**config.mk**
```make
export PLATFORM = sky130hd
export DESIGN_NAME = evm_queue
export DESIGN_NICKNAME = d
export VERILOG_FILES = /design/src/rtl/evm_pkg.sv /design/src/rtl/evm_queue.sv
export SDC_FILE = /design/constraint.sdc
export NUM_CORES = 1
export LEC_CHECK = 0
export BUFFER_PORTS_ARGS = -buffer_cell sky130_fd_sc_hd__buf_2
export CAP_MARGIN = 20
export CORE_AREA = 2 2 227 229
export CTS_BUF_LIST = sky130_fd_sc_hd__clkbuf_2
export DETAILED_ROUTE_END_ITERATION = 16
export DIE_AREA = 0 0 229 231
export GPL_TIMING_DRIVEN = 1
export PLACE_DENSITY = 0.68
export SLEW_MARGIN = 5
export SYNTH_ARGS = -nofsm -noshare
export SYNTH_HDL_FRONTEND = slang
export SYNTH_SLANG_ARGS = --single-unit
export TNS_END_PERCENT = 100
```
**constraint.sdc**
```tcl
create_clock -name clk -period 41 [get_ports clk]
set_input_delay 2.05 -clock clk [delete_from_list [all_inputs] [get_ports clk]]
set_output_delay 2.05 -clock clk [all_outputs]
set_load 0.05 [all_outputs]
```
**src/rtl/evm_pkg.sv**
```systemverilog
package evm_pkg;

  localparam int FRACTION_BITS = 16;
  localparam int TRIG_STEPS    = 16;
  localparam int TRIG_ITERS    = (TRIG_STEPS + 1) / 2;
  localparam int ITER_W        = $clog2(TRIG_ITERS + 1);

  typedef logic signed [31:0] word_t;
  typedef logic signed [63:0] prod_t;

  localparam word_t CORDIC_GAIN = 32'sh26DD3B6A;
  localparam word_t ONE         = word_t'(64'sd1 <<< FRACTION_BITS);

  typedef struct packed {
    word_t x;
    word_t y;
    word_t z;
  } rot_t;

  typedef struct packed {
    word_t co;
    word_t si;
  } cs_t;

  typedef struct packed {
    word_t pos_x;
    word_t pos_y;
    word_t pos_z;
    word_t c1;
    word_t s1;
    word_t c2;
    word_t s2;
    word_t c3;
    word_t s3;
  } job_t;

  typedef struct packed {
    word_t [2:0] u;
    word_t [2:0] v;
    word_t [2:0] w;
    word_t [2:0] t;
    word_t [2:0] p;
  } frame_t;

  typedef enum logic [3:0] {
    ST_P0, ST_P1, ST_P2, ST_P3, ST_P4, ST_BASIS, ST_DOT_U, ST_DOT_V, ST_DOT_W, ST_T2
  } step_t;

  function automatic word_t atan_turn(input logic [4:0] i);
    word_t a;
    case (i)
      5'd0:    a = 32'sh20000000;
      5'd1:    a = 32'sh12E4051E;
      5'd2:    a = 32'sh09FB385B;
      5'd3:    a = 32'sh051111D4;
      5'd4:    a = 32'sh028B0D43;
      5'd5:    a = 32'sh0145D7E1;
      5'd6:    a = 32'sh00A2F61E;
      5'd7:    a = 32'sh00517C55;
      5'd8:    a = 32'sh0028BE53;
      5'd9:    a = 32'sh00145F2F;
      5'd10:   a = 32'sh000A2F98;
      5'd11:   a = 32'sh000517CC;
      5'd12:   a = 32'sh00028BE6;
      5'd13:   a = 32'sh000145F3;
      5'd14:   a = 32'sh0000A2FA;
      5'd15:   a = 32'sh0000517D;
      5'd16:   a = 32'sh000028BE;
      5'd17:   a = 32'sh0000145F;
      5'd18:   a = 32'sh00000A30;
      5'd19:   a = 32'sh00000518;
      5'd20:   a = 32'sh0000028C;
      5'd21:   a = 32'sh00000146;
      5'd22:   a = 32'sh000000A3;
      5'd23:   a = 32'sh00000051;
      default: a = 32'sh0;
    endcase
    return a;
  endfunction

  function automatic rot_t cordic_step(input rot_t r, input logic [4:0] i);
    word_t dx;
    word_t dy;
    rot_t  o;
    dx = r.y >>> i;
    dy = r.x >>> i;
    if (!r.z[31]) begin
      o.x = r.x - dx;
      o.y = r.y + dy;
      o.z = r.z - atan_turn(i);
    end else begin
      o.x = r.x + dx;
      o.y = r.y - dy;
      o.z = r.z + atan_turn(i);
    end
    return o;
  endfunction

  function automatic cs_t quad_map(input rot_t r, input logic [1:0] q);
    cs_t o;
    case (q)
      2'd0:    begin o.co = r.x;  o.si = r.y;  end
      2'd1:    begin o.co = -r.y; o.si = r.x;  end
      2'd2:    begin o.co = -r.x; o.si = -r.y; end
      default: begin o.co = r.y;  o.si = -r.x; end
    endcase
    return o;
  endfunction

  function automatic word_t rnd30(input prod_t p);
    prod_t s;
    prod_t t;
    s = p + (64'sd1 <<< 29);
    t = s >>> 30;
    return t[31:0];
  endfunction

  function automatic word_t q30_to_out(input logic signed [32:0] v);
    logic signed [32:0] s;
    logic signed [32:0] t;
    s = v + (33'sd1 <<< (29 - FRACTION_BITS));
    t = s >>> (30 - FRACTION_BITS);
    return t[31:0];
  endfunction

  function automatic word_t neg_dot_sat(input prod_t a, input prod_t b, input prod_t c);
    logic signed [66:0] s;
    logic signed [66:0] r;
    word_t o;
    s = 67'(a) + 67'(b) + 67'(c) + (67'sd1 <<< (FRACTION_BITS - 1));
    r = -(s >>> FRACTION_BITS);
    if (r > 67'sd2147483647) begin
      o = 32'sh7FFFFFFF;
    end else if (r < -67'sd2147483648) begin
      o = 32'sh80000000;
    end else begin
      o = r[31:0];
    end
    return o;
  endfunction

endpackage

```
**src/rtl/evm_queue.sv**
```systemverilog
module evm_queue (
  input  logic          clk,
  input  logic          rst,
  input  logic          push,
  input  evm_pkg::job_t wdata,
  input  logic          pop,
  output evm_pkg::job_t rdata,
  output logic          full,
  output logic          empty
);
  import evm_pkg::*;

  job_t       mem [2];
  logic       wr_ptr, rd_ptr;
  logic [1:0] count;

  assign full  = (count == 2'd2);
  assign empty = (count == 2'd0);
  assign rdata = mem[rd_ptr];

  always_ff @(posedge clk) begin
    if (rst) begin
      wr_ptr <= 1'b0;
      rd_ptr <= 1'b0;
      count  <= 2'd0;
    end else begin
      if (push) begin
        wr_ptr <= ~wr_ptr;
      end
      if (pop) begin
        rd_ptr <= ~rd_ptr;
      end
      count <= count + 2'(push) - 2'(pop);
    end
  end

  always_ff @(posedge clk) begin
    if (push) begin
      mem[wr_ptr] <= wdata;
    end
  end

endmodule

```
# Yosys cells after proc, flatten, opt, wreduce, memory -nomap -nowiden
# Memories as Yosys holds them, arrays and structs flattened. A register that Yosys moved wholly into a read port is not among the register bits.
# Index checks and enable logic that the tools add are counted.
[word_totals]
register_bits = 4
mem_bits_rw = 576
input_bits = 292
wordCells = 14
mem_count = 1
[memory_table]
columns = ["name", "words", "width", "read_ports", "rd_ports_with_merged_regs", "wr", "line", "source"]
rows = [
  ["mem", 2, 288, 1, 1, 1, "evm_queue.sv:13", "job_t mem [2];"],
]
[classes]
n_addsub = 2
n_eq_ne = 1
n_mux = 4
bitwise = 2
reduce_logical = 1
[op_table]
columns = ["operator", "n"]
rows = [
  ["$mux 1", 4],
  ["$add 2x1->2", 1],
  ["$eq 2x2->1 const B", 1],
  ["$logic_not 2->1", 1],
  ["$not 1->1", 2],
  ["$sub 2x1->2", 1],
]

# Depth between registers and ports, before layout
[logic_depth]
word_depth = 3
ltp_mapped = 6
depth_no_buf = 6

# Worst setup path after synthesis
# OpenSTA, ideal clock, no wires.
[synth_timing]
path_type = "input port to flip-flop"
from = "input port push"
to = "memory mem[0][0] (netlist bit) (enable)"
setup_time_ps = 977
arrival_time_ps = 14432
t_required_ps = 40023
path_slack_ps = 25590
path_stages = 1
cell_sequence = "nor2b_1"
[synth_between]
elab_chain_len = 2
[synth_rtl]
columns = ["item", "line", "source"]
rows = [
  ["start: declaration", "evm_queue.sv:4", "input logic push,"],
  ["$mux 1", "evm_queue.sv:38", "if (push) begin"],
  ["$mux 1 (implied by the code)", "evm_queue.sv:39", "mem[wr_ptr] <= wdata;"],
  ["end: declaration", "evm_queue.sv:13", ""],
]
# No other way between the ends.

==> results.ini <==
[run_status]
status=complete, no violations

[detailed_routing]
drt_first_iter_violations=585
post_drt_wl_per_cell_um=19.9
wirelength_um=47800
route.antenna.remaining_nets=0
dr.pass1.iters=6
remaining_drc_errors=0
avgViaCountPerCell=4.71
vias=11300

[synthesis]
yosysWarnings=0
ys_seq_area_frac=0.797
ys_ff_latch=581
syn_nets=1211
syn_avg_cell_area_um2=23.8
syn_area_um2=21800
netlist_instances=917
ys_types=13

[worst_setup_path]
end_kind=output port
setup.worst_path.class=reg -> out
arrival_ps=4580
crit_required_ps=38950
r2r_slack_ps=38080
worstRegToRegCells=3
worstPathMaxFanout=60
crit_path_start_kind=flop

[clock_tree]
cts_buffers=146
path_clk_slew_ps=110
clock_latency_ps=1200
cts_tree=yes
htreeDepth=4
root_buffer=clkbuf_2
post_cts_buffers=0
postCtsResizedCells=0
cts_sinks=581
clockBufferDepth=3
postCtsHoldBufs=0

[timing]
fmax_mhz=151
fin_setup_tns_ps=0
maxSlewViolCount=0
setup_viol=0
fin_skew_ps=62.0
rsz0062_at_grt=false
finalCritPeriodShare=0.162
max_slew.worst_pin.slew_ps=1190
layout_min_cycle_time_ps=6630
hold_violations=0
max_slew_margin=0.205

[layout]
nNetsFinal=1918
area_delta_synth_final_pct=22.0
fin_area_um2=26600
mostFrequentLayoutCell=buf_2
drive_gt1_frac=0.644
layout.cells.non_filler=2404
layout_common_cells=buf_2 (581), edfxtp_1 (576), clkbuf_2 (208)
fin_util=0.526

[placed_design]
dpl.cell_count=2156
finalWeightedCongestion=0.801
portBuffers=581
post-dp-hpwl_um=32300
postPlaceCellArea_um2=25400

[pwr]
max-vdd-ir-drop_mv=0.0307
combPwrFrac=0.193
p_sw_uw=409
power_uw=1330
p_leak_uw=0.0106
pwr-share-seq=0.530
powerDensity_nw_per_um2=49.9
power_frac_clock=0.277
swShare=0.308
power.internal_uw=920

[global_route]
grt-ovfl-total=0
grt_pass1_wl_um=69500
grt_max_degree=158
grt_pass1_vias=12100
antenna_found_initial=13
track_usage=0.178

[hold_path]
hold_path.class=reg -> reg
hold_path_depth=2

[die]
die_h_um=231
core_um2=50700
die_x_um=229
initial_core_util=0.431
ios=582
dieArea_um2=52900
rows=83

[job]
drv_cap=0

-- path summary, 6_finish.rpt --
path               start          end
hold reg to reg   rd_ptr       rd_ptr
setup / recovery    flop   rdata[274]
hold / removal    rd_ptr       rd_ptr
setup reg to reg  wr_ptr  mem[1][238]
-- synthesized netlist by cell type (all sizes together) --
cell / instances / area, um^2
edfxtp: 576 / 17300
mux2: 288 / 4000
buf: 32 / 323
dfxtp: 5 / 100
nor2: 5 / 18.8
nor2b: 3 / 18.8
ha: 2 / 25.0
inv: 2 / 7.51
xnor2: 2 / 17.5
and2: 1 / 6.26
xnor3: 1 / 22.5
-- final cells by class --
class	count	area, um^2
antenna	10	25.0
clock buffer	208	1040
clock inverter	30	186
fill	4168	24000
inverter	2	7.51
multi-input combinational	302	4120
sequential	581	17400
tap	680	851
timing repair buffer	591	3010
-- power groups by stage --
stage / Clock [uW] / Combinational [uW] / Sequential, uW
finish: 368 / 256 / 705
global route: 413 / 268 / 708
CTS: 386 / 259 / 705
detailed placement: 0 / 258 / 719
global placement: 0 / 256 / 717
floorplan: 0 / 200 / 727
-- sequential cells by signal, summed over array words and instances, names as in the netlist, named ones only --
name    flops
wr_ptr      1
rd_ptr      1
mem       576
count       2
-- critical path, stage by stage, from the launching register on --
cell	delay [ps]
dfxtp_4	880
buf_4	880
buf_4	840
mux2_2	410
buf_2	220
-- cell families after synthesis --
family,after synthesis,share of synthesized area
flops,581,0.797
mux,288,0.183
buf+inv,34,0.0151
simple gates,9,0.00201
xor+xnor,3,0.00183
fa+ha+maj,2,0.00115
-- metrics by stage --
stage / setup slack [ps] / hold WS, ps
2_1_floorplan: 25590 / 480
3_3_place_gp: 35630 / 494
3_5_place_dp: 35600 / 508
4_1_cts: 34090 / 542
5_1_grt: 33980 / 573
6_report: 34380 / 544
-- per-layer routing --
layer  GRT usage  vias to the layer above  part of all wire  wire [um]
met5           0                        -            0.0016         78
met4      0.0846                       12             0.027       1310
met3      0.0821                      102             0.097       4660
met2       0.291                      493              0.50      23700
met1       0.198                     5546              0.38      18100
li1            -                     5164                 -          -
Power figures use the tool's default switching activity.
