<file path="config.mk">
export PLATFORM = sky130hd
export DESIGN_NAME = evm_emit
export DESIGN_NICKNAME = d
export VERILOG_FILES = /design/src/rtl/evm_pkg.sv /design/src/rtl/evm_emit.sv
export SDC_FILE = /design/constraint.sdc
export NUM_CORES = 1
export LEC_CHECK = 0
export BUFFER_PORTS_ARGS = -buffer_cell sky130_fd_sc_hd__buf_4
export CORE_AREA = 2 2 238 240
export DETAILED_ROUTE_END_ITERATION = 7
export DIE_AREA = 0 0 240 242
export PLACE_DENSITY = 0.68
export SETUP_SLACK_MARGIN = 0.05
export SYNTH_ARGS = -nofsm -noshare
export SYNTH_HDL_FRONTEND = slang
export SYNTH_SLANG_ARGS = --single-unit
</file>
<file path="constraint.sdc">
create_clock -name clk -period 2.7 [get_ports clk]
set_clock_uncertainty 0.1 [all_clocks]
set_input_delay 0.135 -clock clk [delete_from_list [all_inputs] [get_ports clk]]
set_output_delay 0.135 -clock clk [all_outputs]
set_load 0.005 [all_outputs]
</file>
<file path="src/rtl/evm_pkg.sv">
package evm_pkg;

  localparam int FRACTION_BITS = 16;
  localparam int TRIG_STEPS    = 16;
  localparam int TRIG_ITERS    = (TRIG_STEPS + 1) / 2;
  localparam int ITER_W        = $clog2(TRIG_ITERS + 1);

  typedef logic signed [31:0] word_t;
  typedef logic signed [63:0] prod_t;

  localparam word_t CORDIC_GAIN = 32'sh26DD3B6A;
  localparam word_t ONE         = word_t'(64'sd1 <<< FRACTION_BITS);

  typedef struct packed {
    word_t x;
    word_t y;
    word_t z;
  } rot_t;

  typedef struct packed {
    word_t co;
    word_t si;
  } cs_t;

  typedef struct packed {
    word_t pos_x;
    word_t pos_y;
    word_t pos_z;
    word_t c1;
    word_t s1;
    word_t c2;
    word_t s2;
    word_t c3;
    word_t s3;
  } job_t;

  typedef struct packed {
    word_t [2:0] u;
    word_t [2:0] v;
    word_t [2:0] w;
    word_t [2:0] t;
    word_t [2:0] p;
  } frame_t;

  typedef enum logic [3:0] {
    ST_P0, ST_P1, ST_P2, ST_P3, ST_P4, ST_BASIS, ST_DOT_U, ST_DOT_V, ST_DOT_W, ST_T2
  } step_t;

  function automatic word_t atan_turn(input logic [4:0] i);
    word_t a;
    case (i)
      5'd0:    a = 32'sh20000000;
      5'd1:    a = 32'sh12E4051E;
      5'd2:    a = 32'sh09FB385B;
      5'd3:    a = 32'sh051111D4;
      5'd4:    a = 32'sh028B0D43;
      5'd5:    a = 32'sh0145D7E1;
      5'd6:    a = 32'sh00A2F61E;
      5'd7:    a = 32'sh00517C55;
      5'd8:    a = 32'sh0028BE53;
      5'd9:    a = 32'sh00145F2F;
      5'd10:   a = 32'sh000A2F98;
      5'd11:   a = 32'sh000517CC;
      5'd12:   a = 32'sh00028BE6;
      5'd13:   a = 32'sh000145F3;
      5'd14:   a = 32'sh0000A2FA;
      5'd15:   a = 32'sh0000517D;
      5'd16:   a = 32'sh000028BE;
      5'd17:   a = 32'sh0000145F;
      5'd18:   a = 32'sh00000A30;
      5'd19:   a = 32'sh00000518;
      5'd20:   a = 32'sh0000028C;
      5'd21:   a = 32'sh00000146;
      5'd22:   a = 32'sh000000A3;
      5'd23:   a = 32'sh00000051;
      default: a = 32'sh0;
    endcase
    return a;
  endfunction

  function automatic rot_t cordic_step(input rot_t r, input logic [4:0] i);
    word_t dx;
    word_t dy;
    rot_t  o;
    dx = r.y >>> i;
    dy = r.x >>> i;
    if (!r.z[31]) begin
      o.x = r.x - dx;
      o.y = r.y + dy;
      o.z = r.z - atan_turn(i);
    end else begin
      o.x = r.x + dx;
      o.y = r.y - dy;
      o.z = r.z + atan_turn(i);
    end
    return o;
  endfunction

  function automatic cs_t quad_map(input rot_t r, input logic [1:0] q);
    cs_t o;
    case (q)
      2'd0:    begin o.co = r.x;  o.si = r.y;  end
      2'd1:    begin o.co = -r.y; o.si = r.x;  end
      2'd2:    begin o.co = -r.x; o.si = -r.y; end
      default: begin o.co = r.y;  o.si = -r.x; end
    endcase
    return o;
  endfunction

  function automatic word_t rnd30(input prod_t p);
    prod_t s;
    prod_t t;
    s = p + (64'sd1 <<< 29);
    t = s >>> 30;
    return t[31:0];
  endfunction

  function automatic word_t q30_to_out(input logic signed [32:0] v);
    logic signed [32:0] s;
    logic signed [32:0] t;
    s = v + (33'sd1 <<< (29 - FRACTION_BITS));
    t = s >>> (30 - FRACTION_BITS);
    return t[31:0];
  endfunction

  function automatic word_t neg_dot_sat(input prod_t a, input prod_t b, input prod_t c);
    logic signed [66:0] s;
    logic signed [66:0] r;
    word_t o;
    s = 67'(a) + 67'(b) + 67'(c) + (67'sd1 <<< (FRACTION_BITS - 1));
    r = -(s >>> FRACTION_BITS);
    if (r > 67'sd2147483647) begin
      o = 32'sh7FFFFFFF;
    end else if (r < -67'sd2147483648) begin
      o = 32'sh80000000;
    end else begin
      o = r[31:0];
    end
    return o;
  endfunction

endpackage

</file>
<file path="src/rtl/evm_emit.sv">
module evm_emit (
  input  logic            clk,
  input  logic            rst,
  input  logic            load,
  input  evm_pkg::frame_t frame,
  output logic            ready,
  output logic            strobe,
  output logic            which_matrix,
  output logic [1:0]      column,
  output evm_pkg::word_t  entry_row0,
  output evm_pkg::word_t  entry_row1,
  output evm_pkg::word_t  entry_row2,
  output evm_pkg::word_t  entry_row3,
  output logic            last_of_run
);
  import evm_pkg::*;

  logic       active;
  logic [2:0] k;
  frame_t     f;
  word_t      r0, r1, r2, r3;

  assign ready = !active || k == 3'd7;

  always_comb begin
    r0 = '0;
    r1 = '0;
    r2 = '0;
    r3 = '0;
    case (k)
      3'd0:    begin r0 = f.u[0]; r1 = f.v[0]; r2 = f.w[0]; end
      3'd1:    begin r0 = f.u[1]; r1 = f.v[1]; r2 = f.w[1]; end
      3'd2:    begin r0 = f.u[2]; r1 = f.v[2]; r2 = f.w[2]; end
      3'd3:    begin r0 = f.t[0]; r1 = f.t[1]; r2 = f.t[2]; r3 = ONE; end
      3'd4:    begin r0 = f.u[0]; r1 = f.u[1]; r2 = f.u[2]; end
      3'd5:    begin r0 = f.v[0]; r1 = f.v[1]; r2 = f.v[2]; end
      3'd6:    begin r0 = f.w[0]; r1 = f.w[1]; r2 = f.w[2]; end
      default: begin r0 = f.p[0]; r1 = f.p[1]; r2 = f.p[2]; r3 = ONE; end
    endcase
  end

  always_ff @(posedge clk) begin
    if (rst) begin
      active <= 1'b0;
      k      <= 3'd0;
      strobe <= 1'b0;
    end else begin
      strobe <= active;
      if (load) begin
        active <= 1'b1;
        k      <= 3'd0;
      end else if (active) begin
        k <= k + 3'd1;
        if (k == 3'd7) begin
          active <= 1'b0;
        end
      end
    end
  end

  always_ff @(posedge clk) begin
    if (load) begin
      f <= frame;
    end
    which_matrix <= k[2];
    column       <= k[1:0];
    last_of_run  <= (k == 3'd7);
    entry_row0   <= r0;
    entry_row1   <= r1;
    entry_row2   <= r2;
    entry_row3   <= r3;
  end

endmodule

</file>
# After elaboration in Yosys (flattened, before gate mapping)
# Cells that the tools add are included.
dict set report op_classes {
  eq_ne 7
  addsub 1
  reduce_logical 8
  n_mux 7
}
# operator count
set ops {}
lappend ops {{$pmux W32 S6} 3}
lappend ops {{$mux W17} 1}
lappend ops {{$eq A3 B3 Y1 const B} 4}
lappend ops {{$reduce_or A2 Y1} 4}
lappend ops {{$eq A3 B2 Y1 const B} 2}
lappend ops {{$reduce_or A6 Y1} 1}
lappend ops {{$add A3 B1 Y3 const B} 1}
lappend ops {{$eq A3 B1 Y1 const B} 1}
lappend ops {{$logic_not A3 Y1} 1}
lappend ops {{$mux W1} 3}
lappend ops {{$logic_not A1 Y1} 1}
lappend ops {{$logic_or A1 B1 Y1} 1}
dict set report word_totals {
  out_inout_bits 134
  register_bits 617
}

# Longest topological paths before layout
dict set report depth {
  word_depth 4
  mapped_depth 10
}

# Worst setup path before layout
# OpenSTA, ideal clock, no wires.
dict set report synth_timing {
  path_kind {register to register}
  from {reg k[2]}
  to {reg entry_row0[22]}
  stages_incl_launch_ff 11
  path_buffers 5
  setup_ns 0.134
  synth_period_minus_slack_ns 2.286
  arrival_ns 2.052
  setup_slack_ns 0.414
  required_time_ns 2.466
  cell_sequence {dfxtp_1 -> buf_2 -> clkinv_1 -> clkbuf_1 -> ha_1 -> clkbuf_1 -> or4_1 -> clkbuf_1 -> clkbuf_1 -> nor2_1 -> a31oi_1}
}
dict set report synth_via {
  elab_chain_cells 3
  elab_cells_between_ends 9
}
# item line
set synth_rtl {}
lappend synth_rtl {{start: declaration} evm_emit.sv:19} ;# logic [2:0] k;
lappend synth_rtl {{start signal: assignment} evm_emit.sv:53} ;# k <= k + 3'd1;
lappend synth_rtl {{$eq A3 B3 Y1 or $logic_not A3 Y1 (tied branches)} evm_emit.sv:30} ;# case (k)
lappend synth_rtl {{$reduce_or A2 Y1 (no source line)} -}
lappend synth_rtl {{$pmux W32 S6 *} evm_emit.sv:30}
lappend synth_rtl {{via r0[22]} evm_emit.sv:21} ;# word_t r0, r1, r2, r3;
lappend synth_rtl {{end signal: assignment} evm_emit.sv:68} ;# entry_row0 <= r0;
lappend synth_rtl {{end: declaration} evm_emit.sv:10} ;# output evm_pkg::word_t entry_row0,
# The timed path passes the listed nets; every way through them passes the cells marked *.
# A chain may end at the register's enable or synchronous reset.

# Worst setup path after layout
dict set report layout_timing {
  from {reg k[2]}
  to {out ready}
}
dict set report layout_via {
  elab_chain_cells 2
}
# item line
set layout_rtl {}
lappend layout_rtl {{$eq A3 B3 Y1} evm_emit.sv:23} ;# assign ready = !active || k == 3'd7;
lappend layout_rtl {{$logic_or A1 B1 Y1} evm_emit.sv:23}
lappend layout_rtl {{end: declaration} evm_emit.sv:6} ;# output logic ready,
# No other way between the ends.

==> metrics.txt <==
worst-margin pin slew=1.07 ns; DRT iter0 DRCs=1,653; nets@finish=2,837; #FFs+latches synth=between 500 and 600; RSZ-0062 raised after global routing=no; Starting Density=0.382; Post-synth EDFFs=480; status=complete, no violations; Worst EP required=2.47 ns; ys flop type=edfxtp_1; # Post-CTS Setup Buffers=0; Site Rows=87; Tot GR Track Use=0.272; Max Cap Viol=0; Syn. warnings=0; Leakage=13.1 nW; minimum clock period=2.53 ns; Slew HR=0.289; Clock Latency Late Sink=just over 0.6 ns; WL final=81,200 um; Mapped Area=21,300 sq um; largest net degree at the start of global routing=75; worst-path maximum fanout=31; GRT overflow=0; die area=between 50,000 and 60,000 sq um; PD cells=679 nW/um^2; Worst VDD drop=around 0.00055 V; DIE HEIGHT=about 240 um; Clock Sinks=586; post-DP HPWL=46,600 um; Setup Total Neg Slack=0 ns; final period utilization=0.936; DRC Markers=0; Final GP Congestion=between 0.8 and 0.9; clock tree from TritonCTS=done; CP Capture Type=output pin; HP Class=input port to flop; sequential area share after synthesis=0.776; total CTS buffers=59; Final Slew Violations=0; DR WL/cell=between 20 and 30 um; Pwr Total=0.0228 W; Yosys top cell area share=0.677; Critical Path AT=roughly 2.3 ns; core box area=55,700 sq um; Cells after Synth=~1,300; initial antenna violation count=10; H-tree levels=2; layout cells sized above 1=0.307; first-pass GRT wire length=117,000 um; vias in the first global route=between 15,000 and 20,000; Detailed Routing Iterations Pass 1=6; # setup viols final=0; Startpoint Class=flop; clock slew at reported path FFs=0.07 ns; die width=240 um; via count=17,400; I/O pin cnt=617; Synth area leaders=edfxtp_1, dfxtp_1, a22o_1, a221o_1, o22a_1; Layout area overhead=57.9%; ANT nets after route=0; Post-synth top cells=edfxtp_1, a22o_1, dfxtp_1, a31oi_1, nand2_1; Mapped Avg Cell Area=between 15 and 20 sq um; IO Port Bufs=between 500 and 600; WS Path Type=flop to output pin; Root Driver=clkbuf_16; Post-synth ARST share=0; most common cell in the netlist=edfxtp_1; drt via density=approximately 5.5; distinct cell type count of the synthesized netlist=34; Hold Fails Final Rpt=0; fmax=slightly below 400 MHz; maximum root-to-sink buffer count=3; Synth area leader=edfxtp_1
## sequential cells by signal, summed over array words and instances (netlist names)
name / cells
entry_row3: 1
entry_row2: 32
k: 3
entry_row1: 32
column: 2
strobe: 1
last_of_run: 1
entry_row0: 32
active: 1
which_matrix: 1
f: 480
## critical path, stage by stage, from the launching register on
cell	delay, ns
dfxtp_4	0.59
buf_4	0.50
ha_1	0.30
nand2b_1	0.16
buf_4	0.13
## routing by layer
layer,global-route usage,part of all wire,up-vias
met4,0.175,0.063,2
li1,-,-,7381
met2,0.470,0.50,1340
met5,0,0.00016,-
met1,0.298,0.33,8405
met3,0.0653,0.099,304
## layout make-up
type / count / area [sq um]
Fill cell: 3909 / 22100
Sequential cell: 586 / 16500
Timing Repair Buffer: 1103 / 9670
Multi-Input combinational cell: 593 / 4260
Clock buffer: 74 / 1590
Tap cell: 756 / 946
Clock inverter: 38 / 582
Antenna cell: 11 / 27.5
Inverter: 4 / 15.0
## worst paths after layout
check                           startpoint              to  slack, ns  depth (start not counted)
worst max-delay path                  k[2]           ready       0.17                          4
worst min-delay path            frame[177]          f[177]       0.13                          2
worst max register to register        k[0]  entry_row1[25]       0.20                          5
worst min register to register        k[1]       column[1]       0.36                          0
## metrics by stage
stage	hold WS, ns	instances	util	setup WS (ns)	instance area [sq um]
floorplan	0.104	1316	-	0.414	21400
global placement	0.213	2560	0.477	0.341	26600
detailed placement	0.214	2560	0.477	0.296	26600
CTS	0.0843	3154	0.603	0.154	33600
global route	0.101	3163	0.603	0.113	33600
finish	0.132	3165	0.603	0.173	33600
## logic make-up (layout without fill, tap and decap cells)
family	Yosys count	in the layout	synth area share
AO/OA/AOI/OAI	427	427	0.160
XOR/XNOR	1	1	0.000411
adder cells (fa/ha/maj)	7	7	0.00411
buffers and inverters	137	1219	0.0327
flip-flops	586	586	0.776
multiplexers	1	1	0.000470
other	1	42	0.000176
AND/OR/NAND/NOR	126	126	0.0253
## report_power, final
group          total [W]  switching (W)  internal [W]
logic            0.00264        0.00109       0.00155
clock network    0.00909        0.00362       0.00546
registers         0.0111       0.000436        0.0107
## placed cells by master (no fill, tap or decap), types with 2 or more instances in the layout
cell / synthesis / layout
nor2_1: 32 / 32
edfxtp_1: 480 / 480
ha_4: 0 / 4
ha_1: 7 / 3
nor3_1: 26 / 26
clkbuf_8: 0 / 6
buf_4: 31 / 606
inv_8: 0 / 2
clkinvlp_4: 0 / 3
clkinv_1: 1 / 4
o22ai_1: 40 / 40
clkbuf_1: 54 / 9
diode_2: 0 / 11
a21oi_1: 32 / 32
nand2_1: 55 / 55
clkbuf_16: 0 / 59
a221oi_1: 24 / 24
buf_12: 0 / 14
a22oi_1: 41 / 41
nor2b_1: 5 / 3
a221o_1: 41 / 41
bufinv_16: 0 / 13
inv_1: 3 / 3
conb_1: 1 / 31
clkinv_8: 0 / 2
and2_4: 0 / 2
a31oi_1: 55 / 55
a222oi_1: 31 / 31
a22o_1: 120 / 120
o22a_1: 41 / 41
dlygate4sd3_1: 0 / 482
clkinv_2: 0 / 12
dfxtp_1: 106 / 105
## repair_timing
action	4_1_cts	5_1_grt
gates resized for setup	0	0
endpoints found under the setup margin	0	0
hold endpoints to repair	530	0
hold buffers	482	0
No activity file was read; power rests on OpenSTA's default activity.
